===== config.mk =====
export PLATFORM = sky130hd
export DESIGN_NAME = duplicate_point_angle_merge
export DESIGN_NICKNAME = d
export VERILOG_FILES = /design/src/hw/rtl/dpam_pkg.sv /design/src/hw/rtl/dpam_ram.sv /design/src/hw/rtl/dpam_front.sv /design/src/hw/rtl/dpam_queue.sv /design/src/hw/rtl/dpam_div.sv /design/src/hw/rtl/dpam_back.sv /design/src/hw/rtl/duplicate_point_angle_merge.sv
export SDC_FILE = /design/constraint.sdc
export NUM_CORES = 2
export LEC_CHECK = 0
export BUFFER_PORTS_ARGS = -buffer_cell sky130_fd_sc_hd__buf_2
export CAP_MARGIN = 20
export CORE_AREA = 2 2 534 536
export CTS_BUF_LIST = sky130_fd_sc_hd__clkbuf_2
export CTS_CLUSTER_DIAMETER = 60
export DETAILED_ROUTE_END_ITERATION = 12
export DIE_AREA = 0 0 536 538
export PLACE_DENSITY = 0.72
export SLEW_MARGIN = 20
export SYNTH_ARGS = -nofsm -noshare
export SYNTH_HDL_FRONTEND = slang
export SYNTH_HIERARCHICAL = 1
export SYNTH_SLANG_ARGS = --single-unit
export TNS_END_PERCENT = 30

===== constraint.sdc =====
create_clock -name clk -period 16.13 [get_ports clk]
set_clock_uncertainty 0.05 [all_clocks]
set_input_delay 0.8065 -clock clk [delete_from_list [all_inputs] [get_ports clk]]
set_output_delay 0.8065 -clock clk [all_outputs]
set_load 0.02 [all_outputs]

===== src/hw/rtl/dpam_pkg.sv =====
// Shared constants and types for the duplicate point angle merge block.
package dpam_pkg;

    localparam int MAX_GROUP = 64;
    localparam int ADDR_W    = $clog2(MAX_GROUP);
    localparam int FILL_W    = $clog2(MAX_GROUP + 1);
    localparam int ANGLE_W   = 32;
    localparam int TOT_W     = 40;
    localparam int HW_W      = 24;
    localparam logic [HW_W-1:0] HW_RESET = 24'd23040;

    localparam int DATA_W  = 200;
    localparam int X_LO    = 0;
    localparam int Y_LO    = 32;
    localparam int Z_LO    = 64;
    localparam int POS_W   = 96;
    localparam int ANG_LO  = 96;
    localparam int NX_LO   = 128;
    localparam int NY_LO   = 144;
    localparam int NZ_LO   = 160;
    localparam int RED_LO  = 176;
    localparam int GRN_LO  = 184;
    localparam int BLU_LO  = 192;

    localparam int QDEPTH  = 2;
    localparam int QPTR_W  = $clog2(QDEPTH);
    localparam int QCNT_W  = $clog2(QDEPTH + 1);

    // One classified point on its way from the front to the back.
    typedef struct packed {
        logic [DATA_W-1:0] data;
        logic              close_prev;
        logic              new_group;
        logic              eoc;
    } dpam_item_t;

endpackage


===== src/hw/rtl/dpam_ram.sv =====
// Generic single write port, single read port RAM with registered read data.
module dpam_ram #(
    parameter int WIDTH = 32,
    parameter int DEPTH = 64
) (
    input  logic                     clk,
    input  logic                     wr_en,
    input  logic [$clog2(DEPTH)-1:0] wr_addr,
    input  logic [WIDTH-1:0]         wr_data,
    input  logic                     rd_en,
    input  logic [$clog2(DEPTH)-1:0] rd_addr,
    output logic [WIDTH-1:0]         rd_data
);

    logic [WIDTH-1:0] mem [DEPTH];

    always_ff @(posedge clk)
    begin
        if (wr_en)
        begin
            mem[wr_addr] <= wr_data;
        end
        if (rd_en)
        begin
            rd_data <= mem[rd_addr];
        end
    end

endmodule


===== src/hw/rtl/dpam_front.sv =====
// Front end: accepts points and marks group boundaries against the open group.
module dpam_front (
    input  logic                        clk,
    input  logic                        rst_n,
    input  logic                        in_valid,
    output logic                        in_ready,
    input  logic [dpam_pkg::DATA_W-1:0] in_data,
    input  logic                        in_last,
    output logic                        push,
    output dpam_pkg::dpam_item_t        push_item,
    input  logic                        q_full
);
    import dpam_pkg::*;

    logic             open_reg;
    logic             open_next;
    logic [POS_W-1:0] head_pos_reg;
    logic [POS_W-1:0] head_pos_next;
    logic             same;

    assign in_ready = !q_full;
    assign push     = in_valid && in_ready;
    assign same     = open_reg && (in_data[POS_W-1:0] == head_pos_reg);

    always_comb
    begin
        push_item.data       = in_data;
        push_item.close_prev = open_reg && !same;
        push_item.new_group  = !same;
        push_item.eoc        = in_last;
        open_next            = open_reg;
        head_pos_next        = head_pos_reg;
        if (push)
        begin
            open_next = !in_last;
            if (!same)
            begin
                head_pos_next = in_data[POS_W-1:0];
            end
        end
    end

    always_ff @(posedge clk or negedge rst_n)
    begin
        if (!rst_n)
        begin
            open_reg     <= 1'b0;
            head_pos_reg <= '0;
        end
        else
        begin
            open_reg     <= open_next;
            head_pos_reg <= head_pos_next;
        end
    end

endmodule


===== src/hw/rtl/dpam_queue.sv =====
// Two-entry queue between the front end and the back end.
module dpam_queue (
    input  logic                 clk,
    input  logic                 rst_n,
    input  logic                 push,
    input  dpam_pkg::dpam_item_t push_item,
    output logic                 full,
    input  logic                 pop,
    output logic                 not_empty,
    output dpam_pkg::dpam_item_t pop_item
);
    import dpam_pkg::*;

    dpam_item_t        slot_reg [QDEPTH];
    logic [QPTR_W-1:0] wr_ptr_reg;
    logic [QPTR_W-1:0] rd_ptr_reg;
    logic [QCNT_W-1:0] count_reg;
    logic [QCNT_W-1:0] count_next;

    assign full      = (count_reg == QCNT_W'(QDEPTH));
    assign not_empty = (count_reg != '0);
    assign pop_item  = slot_reg[rd_ptr_reg];

    always_comb
    begin
        count_next = count_reg;
        if (push && !pop)
        begin
            count_next = count_reg + 1'b1;
        end
        else if (pop && !push)
        begin
            count_next = count_reg - 1'b1;
        end
    end

    always_ff @(posedge clk)
    begin
        if (push)
        begin
            slot_reg[wr_ptr_reg] <= push_item;
        end
    end

    always_ff @(posedge clk or negedge rst_n)
    begin
        if (!rst_n)
        begin
            wr_ptr_reg <= '0;
            rd_ptr_reg <= '0;
            count_reg  <= '0;
        end
        else
        begin
            if (push)
            begin
                wr_ptr_reg <= wr_ptr_reg + 1'b1;
            end
            if (pop)
            begin
                rd_ptr_reg <= rd_ptr_reg + 1'b1;
            end
            count_reg <= count_next;
        end
    end

endmodule


===== src/hw/rtl/dpam_div.sv =====
// Bit-serial signed divider: window total over window length, truncated to zero.
module dpam_div (
    input  logic                         clk,
    input  logic                         rst_n,
    input  logic                         start,
    input  logic signed [dpam_pkg::TOT_W-1:0] dividend,
    input  logic [dpam_pkg::FILL_W-1:0]  divisor,
    output logic                         done,
    output logic [dpam_pkg::ANGLE_W-1:0] quotient
);
    import dpam_pkg::*;

    localparam int CNT_W = $clog2(TOT_W + 1);

    logic              busy_reg;
    logic              done_reg;
    logic              neg_reg;
    logic              zero_reg;
    logic [CNT_W-1:0]  cnt_reg;
    logic [TOT_W-1:0]  q_reg;
    logic [FILL_W-1:0] r_reg;
    logic [FILL_W-1:0] d_reg;
    logic [FILL_W:0]   shifted;
    logic              ge;
    logic [FILL_W:0]   diff;
    logic [ANGLE_W-1:0] q_low;

    assign shifted = {r_reg, q_reg[TOT_W-1]};
    assign ge      = shifted >= {1'b0, d_reg};
    assign diff    = shifted - {1'b0, d_reg};
    assign q_low   = q_reg[ANGLE_W-1:0];
    assign done    = done_reg;
    assign quotient = zero_reg ? '0 : (neg_reg ? (~q_low + 1'b1) : q_low);

    always_ff @(posedge clk or negedge rst_n)
    begin
        if (!rst_n)
        begin
            busy_reg <= 1'b0;
            done_reg <= 1'b0;
            cnt_reg  <= '0;
        end
        else
        begin
            done_reg <= 1'b0;
            if (start)
            begin
                busy_reg <= 1'b1;
                cnt_reg  <= CNT_W'(TOT_W);
            end
            else if (busy_reg)
            begin
                cnt_reg <= cnt_reg - 1'b1;
                if (cnt_reg == CNT_W'(1))
                begin
                    busy_reg <= 1'b0;
                    done_reg <= 1'b1;
                end
            end
        end
    end

    always_ff @(posedge clk)
    begin
        if (start)
        begin
            neg_reg  <= dividend[TOT_W-1];
            zero_reg <= (divisor == '0);
            q_reg    <= dividend[TOT_W-1] ? (~dividend + 1'b1) : dividend;
            r_reg    <= '0;
            d_reg    <= divisor;
        end
        else if (busy_reg)
        begin
            r_reg <= ge ? diff[FILL_W-1:0] : shifted[FILL_W-1:0];
            q_reg <= {q_reg[TOT_W-2:0], ge};
        end
    end

endmodule


===== src/hw/rtl/dpam_back.sv =====
// Back end: group state, angle window shrink, merge result and output register.
module dpam_back (
    input  logic                        clk,
    input  logic                        rst_n,
    input  logic                        cfg_wr_en,
    input  logic [dpam_pkg::HW_W-1:0]   cfg_wr_data,
    input  logic                        q_not_empty,
    input  dpam_pkg::dpam_item_t        q_item,
    output logic                        q_pop,
    output logic                        out_valid,
    input  logic                        out_ready,
    output logic [dpam_pkg::DATA_W-1:0] out_data,
    output logic                        out_overflow,
    output logic                        out_last
);
    import dpam_pkg::*;

    localparam logic [3:0] ST_IDLE = 4'd0;
    localparam logic [3:0] ST_DIVW = 4'd1;
    localparam logic [3:0] ST_EMIT = 4'd2;
    localparam logic [3:0] ST_ADD  = 4'd3;
    localparam logic [3:0] ST_CHK  = 4'd4;
    localparam logic [3:0] ST_MUL  = 4'd5;
    localparam logic [3:0] ST_CMP  = 4'd6;
    localparam logic [3:0] ST_BEST = 4'd7;
    localparam logic [3:0] ST_FIN  = 4'd8;

    localparam int PV_W = ANGLE_W + FILL_W + 1;
    localparam int D_W  = TOT_W + 2;

    logic [3:0]             state_reg;
    dpam_item_t             item_reg;
    logic                   eoc_emit_reg;
    logic [HW_W-1:0]        hw_reg;
    logic [DATA_W-1:0]      head_reg;
    logic [FILL_W-1:0]      fill_reg;
    logic [ADDR_W-1:0]      start_reg;
    logic signed [TOT_W-1:0] total_reg;
    logic [FILL_W-1:0]      best_len_reg;
    logic signed [TOT_W-1:0] best_total_reg;
    logic                   ovf_reg;
    logic signed [ANGLE_W-1:0] v_reg;
    logic signed [PV_W-1:0] prod_v_reg;
    logic signed [D_W-1:0]  prod_h_reg;
    logic                   out_valid_reg;
    logic [DATA_W-1:0]      out_data_reg;
    logic                   out_ovf_reg;
    logic                   out_last_reg;

    logic [FILL_W-1:0]      f0;
    logic signed [ANGLE_W-1:0] angle;
    logic [FILL_W-1:0]      count;
    logic [FILL_W-1:0]      start_ext;
    logic signed [D_W-1:0]  d;
    logic                   in_range;
    logic                   ram_we;
    logic                   ram_re;
    logic [ANGLE_W-1:0]     ram_q;
    logic                   div_start;
    logic                   div_done;
    logic [ANGLE_W-1:0]     mean;
    logic                   out_free;

    assign angle     = item_reg.data[ANG_LO +: ANGLE_W];
    assign f0        = item_reg.new_group ? '0 : fill_reg;
    assign start_ext = {1'b0, start_reg};
    assign count     = fill_reg - start_ext;
    assign d         = D_W'(prod_v_reg) - D_W'(total_reg);
    assign in_range  = (d >= -prod_h_reg) && (d <= prod_h_reg);
    assign ram_we    = (state_reg == ST_ADD) && (f0 != FILL_W'(MAX_GROUP));
    assign ram_re    = (state_reg == ST_CHK);
    assign q_pop     = (state_reg == ST_IDLE) && q_not_empty;
    assign div_start = (q_pop && q_item.close_prev) || ((state_reg == ST_FIN) && item_reg.eoc);
    assign out_free  = !out_valid_reg || out_ready;

    assign out_valid    = out_valid_reg;
    assign out_data     = out_data_reg;
    assign out_overflow = out_ovf_reg;
    assign out_last     = out_last_reg;

    dpam_ram #(.WIDTH(ANGLE_W), .DEPTH(MAX_GROUP)) u_angle_ram (
        .clk     (clk),
        .wr_en   (ram_we),
        .wr_addr (f0[ADDR_W-1:0]),
        .wr_data (angle),
        .rd_en   (ram_re),
        .rd_addr (start_reg),
        .rd_data (ram_q)
    );

    dpam_div u_div (
        .clk      (clk),
        .rst_n    (rst_n),
        .start    (div_start),
        .dividend (best_total_reg),
        .divisor  (best_len_reg),
        .done     (div_done),
        .quotient (mean)
    );

    always_ff @(posedge clk or negedge rst_n)
    begin
        if (!rst_n)
        begin
            state_reg      <= ST_IDLE;
            hw_reg         <= HW_RESET;
            out_valid_reg  <= 1'b0;
            eoc_emit_reg   <= 1'b0;
            head_reg       <= '0;
            fill_reg       <= '0;
            start_reg      <= '0;
            total_reg      <= '0;
            best_len_reg   <= '0;
            best_total_reg <= '0;
            ovf_reg        <= 1'b0;
        end
        else
        begin
            if (cfg_wr_en)
            begin
                hw_reg <= cfg_wr_data;
            end
            if ((state_reg == ST_EMIT) && out_free)
            begin
                out_valid_reg <= 1'b1;
            end
            else if (out_ready)
            begin
                out_valid_reg <= 1'b0;
            end
            case (state_reg)
                ST_IDLE:
                begin
                    if (q_pop)
                    begin
                        eoc_emit_reg <= 1'b0;
                        state_reg    <= q_item.close_prev ? ST_DIVW : ST_ADD;
                    end
                end
                ST_DIVW:
                begin
                    if (div_done)
                    begin
                        state_reg <= ST_EMIT;
                    end
                end
                ST_EMIT:
                begin
                    if (out_free)
                    begin
                        state_reg <= eoc_emit_reg ? ST_IDLE : ST_ADD;
                    end
                end
                ST_ADD:
                begin
                    if (item_reg.new_group)
                    begin
                        head_reg       <= item_reg.data;
                        start_reg      <= '0;
                        best_len_reg   <= '0;
                        best_total_reg <= '0;
                    end
                    if (ram_we)
                    begin
                        fill_reg  <= f0 + 1'b1;
                        total_reg <= (item_reg.new_group ? '0 : total_reg) + TOT_W'(angle);
                        ovf_reg   <= item_reg.new_group ? 1'b0 : ovf_reg;
                        state_reg <= ST_CHK;
                    end
                    else
                    begin
                        ovf_reg   <= 1'b1;
                        state_reg <= ST_BEST;
                    end
                end
                ST_CHK:
                begin
                    state_reg <= (start_ext + 1'b1 < fill_reg) ? ST_MUL : ST_BEST;
                end
                ST_MUL:
                begin
                    state_reg <= ST_CMP;
                end
                ST_CMP:
                begin
                    if (in_range)
                    begin
                        state_reg <= ST_BEST;
                    end
                    else
                    begin
                        total_reg <= total_reg - TOT_W'(v_reg);
                        start_reg <= start_reg + 1'b1;
                        state_reg <= ST_CHK;
                    end
                end
                ST_BEST:
                begin
                    if (count > best_len_reg)
                    begin
                        best_len_reg   <= count;
                        best_total_reg <= total_reg;
                    end
                    state_reg <= ST_FIN;
                end
                ST_FIN:
                begin
                    if (item_reg.eoc)
                    begin
                        eoc_emit_reg <= 1'b1;
                        state_reg    <= ST_DIVW;
                    end
                    else
                    begin
                        state_reg <= ST_IDLE;
                    end
                end
                default:
                begin
                    state_reg <= ST_IDLE;
                end
            endcase
        end
    end

    always_ff @(posedge clk)
    begin
        if (q_pop)
        begin
            item_reg <= q_item;
        end
        if (state_reg == ST_MUL)
        begin
            v_reg      <= ram_q;
            prod_v_reg <= PV_W'(signed'(ram_q)) * PV_W'(signed'({1'b0, count}));
            prod_h_reg <= D_W'({1'b0, hw_reg}) * D_W'({1'b0, count});
        end
        if ((state_reg == ST_EMIT) && out_free)
        begin
            out_data_reg <= {head_reg[DATA_W-1:ANG_LO + ANGLE_W], mean, head_reg[POS_W-1:0]};
            out_ovf_reg  <= ovf_reg;
            out_last_reg <= eoc_emit_reg || !item_reg.eoc;
        end
    end

    // The group never holds more angles than the store has entries.
    assert property (@(posedge clk) disable iff (!rst_n) fill_reg <= FILL_W'(MAX_GROUP))
        else $error("fill count beyond group capacity");

    // The best window is never longer than the angles taken so far.
    assert property (@(posedge clk) disable iff (!rst_n)
        (state_reg != ST_ADD) |-> (best_len_reg <= fill_reg))
        else $error("best window longer than group");

    // A stored angle enters the window arithmetic only while the window keeps at least two entries.
    assert property (@(posedge clk) disable iff (!rst_n)
        (state_reg == ST_MUL) |-> (start_ext + 1'b1 < fill_reg))
        else $error("window shrink past newest angle");

    // A division starts only from an idle or finishing sequencer.
    assert property (@(posedge clk) disable iff (!rst_n)
        div_start |-> (state_reg == ST_IDLE || state_reg == ST_FIN))
        else $error("divider started mid-item");

endmodule


===== src/hw/rtl/duplicate_point_angle_merge.sv =====
// Top level of the duplicate point angle merge block.
//
//  Channel  Direction  Handshake             Content
//  s_axis   in         tvalid/tready         one point, tlast = end of cloud
//  m_axis   out        tvalid/tready         one merged point per closed group
//  cfg      in         cfg_wr_en             window half width, Q.8 degrees
//
// The back-end sequencer and its one angle RAM read port set the pace. An
// item that stays in its group passes add, check, multiply, compare, best and
// finish before the next queue read, plus multiply, compare and check for each
// stored angle the window drops; the first point of a group skips multiply and
// compare. Closing a group first waits on the bit-serial divider that forms the
// window mean, then loads the output register, longer while the sink stalls.
// Reset clears the group state and loads the default half width of 90
// degrees; the angle RAM needs no clearing since only written entries are read.
// The front end takes points while the two-entry queue has room, and the
// output register lets the back end finish a transfer while the sink stalls.
module duplicate_point_angle_merge (
    input  logic         clk,
    input  logic         rst_n,
    input  logic         cfg_wr_en,
    input  logic [23:0]  cfg_wr_data,
    input  logic         s_axis_tvalid,
    output logic         s_axis_tready,
    // x_in, y_in, z_in, angle_in, normal_x_in, normal_y_in, normal_z_in,
    // red_in, green_in, blue_in
    input  logic [199:0] s_axis_tdata,
    // end_of_cloud
    input  logic         s_axis_tlast,
    output logic         m_axis_tvalid,
    input  logic         m_axis_tready,
    // x_out, y_out, z_out, angle_out, normal_x_out, normal_y_out,
    // normal_z_out, red_out, green_out, blue_out
    output logic [199:0] m_axis_tdata,
    // group_overflow
    output logic         m_axis_tuser,
    // last_result
    output logic         m_axis_tlast
);
    import dpam_pkg::*;

    logic       push;
    dpam_item_t push_item;
    logic       q_full;
    logic       q_pop;
    logic       q_not_empty;
    dpam_item_t q_item;

    // The front end decides, per point, whether the open group closes first.
    dpam_front u_front (
        .clk       (clk),
        .rst_n     (rst_n),
        .in_valid  (s_axis_tvalid),
        .in_ready  (s_axis_tready),
        .in_data   (s_axis_tdata),
        .in_last   (s_axis_tlast),
        .push      (push),
        .push_item (push_item),
        .q_full    (q_full)
    );

    // The queue decouples acceptance from the window arithmetic.
    dpam_queue u_queue (
        .clk       (clk),
        .rst_n     (rst_n),
        .push      (push),
        .push_item (push_item),
        .full      (q_full),
        .pop       (q_pop),
        .not_empty (q_not_empty),
        .pop_item  (q_item)
    );

    // The back end runs the window and drives the output transfer.
    dpam_back u_back (
        .clk          (clk),
        .rst_n        (rst_n),
        .cfg_wr_en    (cfg_wr_en),
        .cfg_wr_data  (cfg_wr_data),
        .q_not_empty  (q_not_empty),
        .q_item       (q_item),
        .q_pop        (q_pop),
        .out_valid    (m_axis_tvalid),
        .out_ready    (m_axis_tready),
        .out_data     (m_axis_tdata),
        .out_overflow (m_axis_tuser),
        .out_last     (m_axis_tlast)
    );

endmodule


======== Word-level counts from Yosys, hierarchy flattened ========
Memory sizes are Yosys's and may differ from the RTL's. A register that Yosys moved wholly into a read port is not among the register bits.
Index checks and enable logic that the tools add are counted.
storage, ports and cells
  memories ................................ 2
  word-level logic and storage cells ...... 172
  bits in registers ....................... 1,003
  output and inout bits ................... 204
  RAM bits ................................ 2,454
  input bits .............................. 230
memory list
  memory                  words  bits a word  rd ports  clocked after Yosys merged registers in  wr ports  line              source
  u_back.u_angle_ram.mem  64     32           1         1                                        1         dpam_ram.sv:15    logic [WIDTH-1:0] mem [DEPTH];
  u_queue.slot_reg        2      203          1         0                                        1         dpam_queue.sv:14  dpam_item_t slot_reg [QDEPTH];
cells by class
  eq/ne operators ......................... 21
  multiplexer cells ....................... 50
  order comparisons ....................... 5
  $add $sub $neg .......................... 16
  multiply operators ...................... 2
  reduce and logical (&&, ||, !) cells .... 39
  bitwise logic cells ..................... 3
operator list
  kind                                                              count
  40-bit two-way mux                                                8
  40-bit case mux with 2 select lines                               2
  96-bit == test                                                    1
  42-bit greater-or-equal comparator                                1
  42-bit by 32-bit less-or-equal comparator with 1-bit output       1
  31-bit negator with 42-bit output                                 1
  40-bit by 40-bit subtractor with 41-bit output                    1
  40-bit by 1-bit adder with 40-bit output (second input constant)  1
  40-bit adder                                                      1
  32-bit by 8-bit multiplier with 40-bit output                     1
  40-bit inverter                                                   1
  40-bit by 32-bit subtractor with 40-bit output                    1
  4-bit case mux with 9 select lines                                1
  32-bit by 1-bit adder with 32-bit output (second input constant)  1
  32-bit two-way mux                                                1
  32-bit inverter                                                   1
  24-bit by 7-bit multiplier with 31-bit output                     1
  7-bit two-way mux                                                 4
  6-bit two-way mux                                                 4
  1-bit two-way mux                                                 17
  4-bit by 3-bit == test with 1-bit output (second input constant)  4
  3-bit AND reduction                                               5
  2-bit two-way mux                                                 7
  2-bit by 1-bit != test with 1-bit output (second input constant)  7
  31 further kinds                                                  63

======== Logic depth before layout (Yosys ltp) ========
  word-level depth ........................ 7
  mapped depth ............................ 33
  mapped depth without buffers ............ 31

======== By module ========
Netlist, hierarchy kept.
modules (own cells, without submodules)
  module      times used  seq. area each (µm²)  cells each  area an instance (µm²)
  dpam_ram    1           62,459.9              3,324       78,835.6
  dpam_back   1           22,711.8              4,695       49,467.4
  dpam_queue  1           12,291.8              648         15,501.1
  dpam_front  1           2,427.3               576         6,581.3
  dpam_div    1           1,811.7               523         4,638.2

======== Worst setup path after synthesis ========
OpenSTA, ideal clock, no wires.
  path kind ............................... input to register
  from .................................... input port s_axis_tvalid
  to ...................................... memory u_queue/slot_reg[0][0] (netlist name) (enable)
  stages on the path ...................... 3
  slack ................................... 5,387 ps
  data required time ...................... 15,286 ps
  arrival time ............................ 9,899 ps
  setup time .............................. 794 ps
  path buffers ............................ 0
  cell sequence ........................... nand2_1 inv_1 nor2b_1
between the ends
  word-level cells in the longest chain between the ends .. 3
ends and longest elaborated chain
  element                                  line                               source
  start: declaration                       duplicate_point_angle_merge.sv:23  input logic s_axis_tvalid,
  1-bit logical AND                        dpam_front.sv:22                   assign push = in_valid && in_ready;
  named net push                           duplicate_point_angle_merge.sv:42  logic push;
  1-bit two-way mux                        dpam_queue.sv:39                   if (push)
  1-bit two-way mux (not written as such)  dpam_queue.sv:41                   slot_reg[wr_ptr_reg] <= push_item;
  end: declaration                         dpam_queue.sv:14
The timed path passes the listed nets, and every way through them passes these cells.

======== Worst setup path in the final report ========
  from .................................... register u_back.start_reg[0]
  to ...................................... register u_back.prod_v_reg[38] (data pin)
between the ends
  word-level cells in the longest chain between the ends .. 2
ends and longest elaborated chain
  element                                        line              source
  start: declaration                             dpam_back.sv:37   logic [ADDR_W-1:0] start_reg;
  start signal: assignment                       dpam_back.sv:193  start_reg <= start_reg + 1'b1;
  7-bit by 6-bit subtractor with 7-bit output    dpam_back.sv:67   assign count = fill_reg - start_ext;
  32-bit by 8-bit multiplier with 40-bit output  dpam_back.sv:235  prod_v_reg <= PV_W'(signed'(ram_q)) * PV_W'(signed'({1'b0, count}));
  end signal: assignment                         dpam_back.sv:235
  end: declaration                               dpam_back.sv:43   logic signed [PV_W-1:0] prod_v_reg;
Every way passes these cells.
A chain may end at the register's enable or synchronous reset.

==> flow_metrics.env <==
export IMPL_p_int_mw=12.7
export IMPL_grt_pass1_vias=96757
export IMPL_crit_path_max_incr_delay_ns=0.89
export IMPL_max_freq_mhz=115
export IMPL_fin_tns_setup_ns=0
export IMPL_die_h_um=538
export IMPL_drt_iter0_drc=9813
export IMPL_worstMarginPinSlew_ns=1.20
export IMPL_grt_pass1_wl_mm=607
export IMPL_rsz0062_at_grt="false"
export IMPL_critPathArrivalTime_ns=10.49
export IMPL_vias=93294
export IMPL_ys_types=98
export IMPL_drive_gt1_share_pct=24.4
export IMPL_synth_flop_cell="edfxtp_1"
export IMPL_post_cts_setup_buffers=0
export IMPL_clk_pin_slew_ns=0.11
export IMPL_numCtsBuffers=810
export IMPL_relSlewSlack_pct=19.5
export IMPL_netlist_instances=9766
export IMPL_setup_viol=0
export IMPL_gr_total_overflow=0
export IMPL_wl_per_cell_um=26.2
export IMPL_cts_tree="yes"
export IMPL_drt_pass1_iterations=6
export IMPL_drc=0
export IMPL_synth_area_per_cell_um2=15.9
export IMPL_clkLatencyLatePin_ns=2.19
export IMPL_coreArea_mm2=0.283
export IMPL_num_rows=196
export IMPL_synth_edff_count=3042
export IMPL_power_density_mw_per_mm2=96.7
export IMPL_power_frac_clock_pct=34.0
export IMPL_start_util_pct=54.7
export IMPL_final_max_slew_violation_count=0
export IMPL_portBuffers=433
export IMPL_crit_type="reg2reg"
export IMPL_synthArstFlopShare_pct=11.8
export IMPL_worstSetupEndpointType="flip-flop"
export IMPL_max_cap_violations=0
export IMPL_synth_seq_area_share_pct=65.6
export IMPL_power_frac_seq_pct=60.3
export IMPL_period_needed_ns=8.70
export IMPL_cts_resized=0
export IMPL_largest_register_ffs=2048
export IMPL_period_share_pct=54.0
export IMPL_grt_usage_pct=28.4
export IMPL_antenna_left=0
export IMPL_die_x_um=536
export IMPL_p_total_mw=16.9
export IMPL_ys_warn_count=6
export IMPL_place_hpwl_mm=245
export IMPL_switching_power_mw=4.25
export IMPL_leakage_nw=64.7
export IMPL_ctsRootBufferMaster="clkbuf_2"
export IMPL_wl_mm=412
export IMPL_cts_buffer_depth=4
export IMPL_dieArea_mm2=0.288
export IMPL_p_sw_share_pct=25.1
export IMPL_status="complete, no violations"
export IMPL_netlist_area_mm2=0.155
export IMPL_syn_to_final_growth_pct=13.0
export IMPL_ir_drop_mv=0.118
export IMPL_clock_sinks=3457
export IMPL_htreeDepth=6
export IMPL_synth_seq_cells=3457
export IMPL_grt_antenna_before_repair=27
export IMPL_worst_setup_path_start_kind="flip-flop"
export IMPL_gp_congestion=0.920
export IMPL_holdBufCountCts=686
export IMPL_grt_start_max_net_pins=167
export IMPL_pwr_share_comb_pct=5.7
export IMPL_nNetsFinal=12152
export IMPL_worstPathRequired_ns=17.91
export IMPL_hold_viol_final=0
export IMPL_hold_path_class="reg2reg"
export IMPL_syn_nets=10631
export IMPL_crit_slowest_cell="dfrtp_4"
export IMPL_via_per_inst=5.93
export IMPL_cp_max_fo=38
export IMPL_io_pins=434
-- final cells by class --
cell class	count	area, µm²
inverter	568	2130
multi-input combinational	5146	48400
timing repair buffer	1304	10600
sequential	3457	102000
clock inverter	280	1570
fill	20367	108000
clock buffer	1199	6000
antenna	12	30.0
tap	3762	4710
-- power by group through the flow --
stage	clock network, mW	logic, mW	registers [mW]
6_report	5.76	0.963	10.2
5_1_grt	6.32	1.01	10.2
4_1_cts	5.79	0.934	10.2
3_5_place_dp	0	0.786	10.4
3_3_place_gp	0	0.766	10.4
2_1_floorplan	0	0.572	10.4
-- critical path: cells and delay by family, from the launching register on --
| kind | cells | cell delay [ns] |
|---|---|---|
| adder cells (fa/ha/maj) | 7 | 2.87 |
| XOR/XNOR | 2 | 0.21 |
| flip-flops | 1 | 0.89 |
| AO/OA/AOI/OAI | 13 | 3.33 |
| buffers and inverters | 5 | 0.87 |
| AND/OR/NAND/NOR | 1 | 0.19 |
-- placed cells by master, fill, tap and decap left out, types with 129 or more instances in the layout --
master / Yosys / layout
nand2_1: 873 / 871
a21oi_1: 326 / 326
mux2_4: 201 / 201
xor2_1: 187 / 185
inv_1: 564 / 564
buf_2: 64 / 432
edfxtp_1: 3042 / 3042
and2_1: 263 / 261
clkinv_1: 0 / 193
dlygate4sd3_1: 0 / 685
mux2_2: 129 / 129
o21ai_0: 175 / 174
mux4_2: 544 / 544
xnor2_1: 172 / 169
fa_1: 280 / 279
clkbuf_2: 0 / 1200
buf_4: 232 / 173
dfrtp_1: 404 / 399
ha_1: 355 / 354
nor2_1: 428 / 363
-- cells by family after synthesis --
kind of cell             synth area share, %
AO/OA/AOI/OAI                           4.34
AND/OR/NAND/NOR                         6.49
flip-flops                              65.6
buffers and inverters                   3.58
XOR/XNOR                                2.03
adder cells (fa/ha/maj)                 6.48
multiplexers                            11.5
-- worst paths after layout --
check,startpoint,end,slack [ns],depth (start not counted)
setup / recovery,u_back/start_reg[0],u_back/prod_v_reg[38],7.43,28
hold / removal,u_back/item_reg[146],u_back/head_reg[143],0.29,2
setup reg to reg,u_back/start_reg[0],u_back/prod_v_reg[38],7.43,28
hold reg to reg,u_back/item_reg[146],u_back/head_reg[143],0.29,2
max in group asynchronous,rst_n,u_front/head_pos_reg[45],13.03,8
min in group asynchronous,rst_n,u_back/u_div/cnt_reg[2],0.34,5
-- metrics by stage --
step / util [%] / worst slack, ns / area (µm²) / hold WS [ns] / std cells
final: 61.8 / 7.43 / 175000 / 0.286 / 15728
after global routing: 61.8 / 6.89 / 175000 / 0.190 / 15721
after global placement: 56.7 / 7.61 / 161000 / 0.368 / 13548
after detailed placement: 56.7 / 7.54 / 161000 / 0.371 / 13548
after floorplan: - / 5.39 / 155000 / 0.365 / 9766
after CTS: 61.8 / 7.48 / 175000 / 0.00642 / 15713
-- synthesized netlist by cell type (all sizes together), types with 88 or more instances --
| master | count | area (µm²) |
|---|---|---|
| mux4 | 544 | 12300 |
| buf | 361 | 2540 |
| dfrtp | 404 | 10100 |
| nand2 | 874 | 3280 |
| mux2i | 106 | 1060 |
| xor2 | 187 | 1640 |
| a21oi | 326 | 1630 |
| o22ai | 88 | 551 |
| xnor2 | 172 | 1510 |
| inv | 568 | 2130 |
| edfxtp | 3042 | 91300 |
| ha | 355 | 4440 |
| and2 | 263 | 1650 |
| fa | 280 | 5610 |
| mux2 | 331 | 4480 |
| clkbuf | 234 | 878 |
| o21ai | 183 | 920 |
| nor2 | 428 | 1610 |
-- layer usage --
layer / up-vias / part of all wire [%] / track usage, %
li1: 39948 / - / -
met1: 47441 / 38 / 37.0
met2: 4962 / 48 / 45.7
met3: 933 / 9.9 / 6.74
met4: 10 / 4.5 / 12.4
met5: - / 0.016 / 0
Note: power is estimated with default switching activity, not from simulation.
